==> config.mk <==
export PLATFORM = sky130hd
export DESIGN_NAME = arcp_div
export DESIGN_NICKNAME = d
export VERILOG_FILES = /design/src/hdl/arcp_div.sv
export SDC_FILE = /design/constraint.sdc
export NUM_CORES = 1
export LEC_CHECK = 0
export BUFFER_PORTS_ARGS = -buffer_cell sky130_fd_sc_hd__buf_2
export CAP_MARGIN = 20
export CORE_MARGIN = 2
export CORE_UTILIZATION = 49
export CTS_CLUSTER_SIZE = 16
export DETAILED_ROUTE_END_ITERATION = 7
export MAX_ROUTING_LAYER = met4
export PLACE_DENSITY = 0.74
export SYNTH_ARGS = -nofsm -noshare
export SYNTH_HDL_FRONTEND = slang
export SYNTH_SLANG_ARGS = --single-unit
==> constraint.sdc <==
create_clock -name i_clk -period 1.95 [get_ports i_clk]
set_input_delay 0.0975 -clock i_clk [delete_from_list [all_inputs] [get_ports i_clk]]
set_output_delay 0.0975 -clock i_clk [all_outputs]
set_load 0.03 [all_outputs]
==> src/hdl/arcp_div.sv <==
// ----------------------------------------------------------------------------
// arcp_div
// Restoring unsigned divider, one quotient bit per cycle.
// ----------------------------------------------------------------------------
module arcp_div #(
    parameter int W = 8
) (
    input  logic         i_clk,
    input  logic         i_rst_n,
    input  logic         i_start,
    input  logic [W-1:0] i_num,
    input  logic [W-1:0] i_den,
    output logic         o_busy,
    output logic [W-1:0] o_quot
);
    localparam int CW = $clog2(W + 1);

    logic [CW-1:0] r_cnt, n_cnt;
    logic [W-1:0]  r_quo, n_quo;
    logic [W-1:0]  r_rem, n_rem;
    logic [W-1:0]  r_den, n_den;
    logic [W:0]    rem_sh;

    always_comb begin
        n_cnt  = r_cnt;
        n_quo  = r_quo;
        n_rem  = r_rem;
        n_den  = r_den;
        rem_sh = {r_rem, r_quo[W-1]};
        if (i_start) begin
            n_cnt = CW'(W);
            n_quo = i_num;
            n_rem = '0;
            n_den = i_den;
        end else if (r_cnt != '0) begin
            n_cnt = r_cnt - 1'b1;
            if (rem_sh >= {1'b0, r_den}) begin
                n_rem = W'(rem_sh - {1'b0, r_den});
                n_quo = {r_quo[W-2:0], 1'b1};
            end else begin
                n_rem = W'(rem_sh);
                n_quo = {r_quo[W-2:0], 1'b0};
            end
        end
    end

    always_ff @(posedge i_clk) begin
        if (!i_rst_n) begin
            r_cnt <= '0;
        end else begin
            r_cnt <= n_cnt;
        end
    end

    always_ff @(posedge i_clk) begin
        r_quo <= n_quo;
        r_rem <= n_rem;
        r_den <= n_den;
    end

    assign o_busy = (r_cnt != '0);
    assign o_quot = r_quo;

endmodule

==> results.py <==
metrics = {
    "outcome": {
        "outcome": "finished, violations left",
        "violated_checks": "negative setup slack",
    },
    "routing": {
        "route.detailed.drc": 0,
        "drt-vias-per-instance": 5.28,
        "wl_per_cell_um": 14.7,
        "finalWirelength_um": 3710,
        "vias": 1330,
        "drt_iter0_drc": 37,
        "drtAntennaViolNets": 0,
        "first_pass_iteration_count_of_the_detailed_router": 5,
    },
    "place": {
        "worst_setup_slack_after_placement_ns": -0.292,
        "count_of_port_buffers_added_during_placement": 27,
        "routabilityCongestion": 0.911,
        "place_hpwl_um": 2490,
    },
    "floorplanning": {
        "die_area_sq_um": 3670,
        "die_width_um": 60.6,
        "die_h_um": 60.6,
        "coreArea_sq_um": 3050,
        "ios": 28,
        "row_count": 20,
        "initial_utilization": 0.514,
    },
    "clocking": {
        "root_buffer": "sky130_fd_sc_hd__clkbuf_4",
        "cts_tree": "yes",
        "cts-htree-levels": 1,
        "tritoncts.num_buffers": 3,
        "clk-insertion-delay-late_ns": 0.33,
        "cts_clk_pin_slew_worst_paths_ns": 0.15,
        "clock_sink_count": 28,
        "clockBufferDepth": 2,
    },
    "worst_setup_path": {
        "critical_path_class": "register to register",
        "crit_chain": "inv_2, ha_4, fa_2, nor2b_4, o31a_1, or4b_1, a31o_1, a311oi_2",
        "slowest_delay_ns": 0.46,
        "crit-reg2reg-launch": "o_quot[7]",
        "setup.worst_path.start_class": "register",
        "crit_required_ns": 2.20,
        "crit_fanout": 2,
        "critical_path.startpoint": "o_quot[7]",
        "setup.worst_path.end_class": "register",
        "critPathArrivalTime_ns": 2.45,
        "critical_path.slowest_cell": "sky130_fd_sc_hd__or4b_1",
    },
    "power_and_ir_drop": {
        "power_switching_mw": 1.03,
        "powerDensity_nw_per_um2": 1200,
        "power_report.internal_total_mw": 1.61,
        "seq_power_share": 0.316,
        "vdd.ir_drop.worst_mv": 0.647,
        "p_clk_frac": 0.096,
        "power.leakage_nw": 0.938,
        "netSwitchingFraction": 0.390,
        "power.total_mw": 2.63,
        "logic_gate_share_of_total_power": 0.588,
    },
    "yosys": {
        "synth_warnings": 0,
        "post_synth_inst_count": 149,
        "syn_nets": 179,
        "synth.yosys.seq_area_share": 0.459,
        "synth-seq-cells": 28,
        "yosysUniqueCellTypes": 39,
        "post_synth_instance_area_sq_um": 1570,
        "postSynthAreaPerCell_sq_um": 10.5,
    },
    "global_route": {
        "grt_pass1_wl_um": 5700,
        "grt_max_degree": 17,
        "antenna_found_initial": 0,
        "number_of_global_route_vias_before_repair": 1282,
        "overflow": 0,
        "track_usage": 0.220,
    },
    "min_path": {
        "hp-class": "primary input to register",
        "timing.hold.worst.start": "i_num[6]",
    },
    "layout": {
        "diodes": 0,
        "final_layout_size_suffix_gt1_frac": 0.409,
        "most-common-layout-cells": "sky130_fd_sc_hd__buf_2, sky130_fd_sc_hd__buf_4, sky130_fd_sc_hd__edfxtp_1, sky130_fd_sc_hd__inv_1, sky130_fd_sc_hd__dfxtp_1",
        "fin_nets": 239,
        "layout.cells.most_common": "sky130_fd_sc_hd__buf_2",
        "flow.area_growth_from_synthesis_pct": 39.2,
        "fillers": 221,
    },
    "timing": {
        "setup-violations-final": 3,
        "max_slew_margin": 0.698,
        "maxSlewViolCount": 0,
        "layout_worst_path_cycle_share": 1.13,
        "final.setup.worst_slack_ns": -0.249,
        "maxClockFrequency_mhz": 455,
        "finalCriticalPeriod_ns": 2.20,
        "finalHoldViolCount": 0,
        "rsz0062_at_grt": "true",
        "final.setup_skew_ns": 0.00390,
        "tightest_slew_ns": 0.453,
    },
    "flow_run": {
        "max_cap_violations": 0,
    },
}
## worst paths after layout
| path | endpoint | slack [ns] | cells past startpoint |
|---|---|---|---|
| setup / recovery | r_rem[6] | -0.25 | 8 |
| hold / removal | o_quot[6] | 0.06 | 2 |
| setup reg to reg | r_rem[6] | -0.25 | 8 |
| hold reg to reg | r_rem[7] | 0.51 | 2 |
## sequential cells by signal, indices dropped and copies added, names as in the netlist
signal and flops:
r_cnt 4, r_rem 8, r_den 8, o_quot 8
## area by class of cell
class	instances	area, sq um	area share
multi-input combinational	100	907	0.415
sequential	28	721	0.330
timing repair buffer	60	413	0.189
inverter	16	63.8	0.0292
tap	44	55.1	0.0252
clock buffer	4	26.3	0.0120
## power groups by stage
| stage | Sequential, mW | Clock [mW] | Combinational, mW |
|---|---|---|---|
| final | 0.833 | 0.253 | 1.55 |
| after global routing | 0.843 | 0.276 | 1.66 |
| after CTS | 0.827 | 0.255 | 1.30 |
| after detailed placement | 0.833 | 0 | 1.18 |
| after global placement | 0.827 | 0 | 1.14 |
| after floorplan | 0.906 | 0 | 0.724 |
## worst max-delay path: cells and delay by family (launching register included)
kind                     cells  cell delay, ns
adder cells (fa/ha/maj)      2            0.37
flip-flops                   1            0.43
buffers and inverters        1            0.09
AND/OR/NAND/NOR              2            0.51
AO/OA/AOI/OAI                3            0.73
## synth_stat cells
master                     count  area [sq um]
sky130_fd_sc_hd__buf_6         1          11.3
sky130_fd_sc_hd__nor2b_1       3          18.8
sky130_fd_sc_hd__a211o_1       1          8.76
sky130_fd_sc_hd__a31o_1        1          8.76
sky130_fd_sc_hd__edfxtp_1     16           480
sky130_fd_sc_hd__nand2b_1      2          12.5
sky130_fd_sc_hd__a31oi_1       1          6.26
sky130_fd_sc_hd__o211ai_1      1          7.51
sky130_fd_sc_hd__mux2_2        8          90.1
sky130_fd_sc_hd__dfxtp_1      12           240
sky130_fd_sc_hd__o21a_1        5          37.5
sky130_fd_sc_hd__nand4b_1      1          8.76
sky130_fd_sc_hd__a211o_2       1          10.0
sky130_fd_sc_hd__a211oi_1      4          30.0
sky130_fd_sc_hd__o22ai_1       2          12.5
sky130_fd_sc_hd__nor2_1       12          45.0
sky130_fd_sc_hd__or3_1         2          12.5
sky130_fd_sc_hd__o31a_1        1          8.76
sky130_fd_sc_hd__o21ai_0       5          25.0
sky130_fd_sc_hd__ha_1         10           125
sky130_fd_sc_hd__clkbuf_1      4          15.0
sky130_fd_sc_hd__a311oi_1      2          17.5
sky130_fd_sc_hd__nor3_1        4          20.0
sky130_fd_sc_hd__a21o_1        2          15.0
sky130_fd_sc_hd__o211a_1       1          10.0
sky130_fd_sc_hd__xnor2_1       4          35.0
sky130_fd_sc_hd__or2_1         1          6.26
sky130_fd_sc_hd__fa_1          1          20.0
sky130_fd_sc_hd__a21oi_1       6          30.0
sky130_fd_sc_hd__or4b_1        1          10.0
sky130_fd_sc_hd__nand2_1       5          18.8
sky130_fd_sc_hd__nand3_1       1          5.00
sky130_fd_sc_hd__o31ai_1       1          7.51
sky130_fd_sc_hd__mux2i_1       5          50.1
sky130_fd_sc_hd__and2_1        2          12.5
sky130_fd_sc_hd__inv_1        16          60.1
sky130_fd_sc_hd__o221ai_1      1          8.76
sky130_fd_sc_hd__nand3b_1      2          15.0
sky130_fd_sc_hd__nor2b_4       1          13.8
## layer usage
layer  global-route usage  up-vias  share of wire
li1                     -      657              -
met1                0.275      642           0.45
met2                0.356       25           0.51
met3               0.0235        6          0.024
met4                0.102        0          0.018
met5                    -        -              0
## cell families after synthesis
group,count (synthesis),share of synthesized area
flip-flops,28,0.459
multiplexers,13,0.0892
AO/OA/AOI/OAI,35,0.155
buffers and inverters,21,0.0550
adder cells (fa/ha/maj),11,0.0924
AND/OR/NAND/NOR,37,0.127
XOR/XNOR,4,0.0223
## metrics by stage
step / cells / setup TNS (ns) / util / hold WS [ns] / area [sq um]
floorplan: 149 / -0.348 / - / 0.196 / 1580
global placement: 234 / -0.200 / 0.616 / 0.274 / 1880
detailed placement: 234 / -0.500 / 0.616 / 0.276 / 1880
CTS: 249 / -0.461 / 0.675 / 0.0574 / 2060
global route: 252 / -0.860 / 0.716 / 0.0529 / 2190
finish: 252 / -0.320 / 0.716 / 0.0588 / 2190
## repair_timing
| item | CTS | global route |
|---|---|---|
| gates resized for setup | 8 | 22 |
| setup buffers | 1 | 4 |
| pin swaps | 1 | 7 |
| gates cloned | 1 | 0 |
| hold endpoints to repair | 9 | 0 |
| setup endpoints to repair | 8 | 10 |
| hold buffers | 9 | 0 |
No activity file was read; power rests on OpenSTA's default activity.
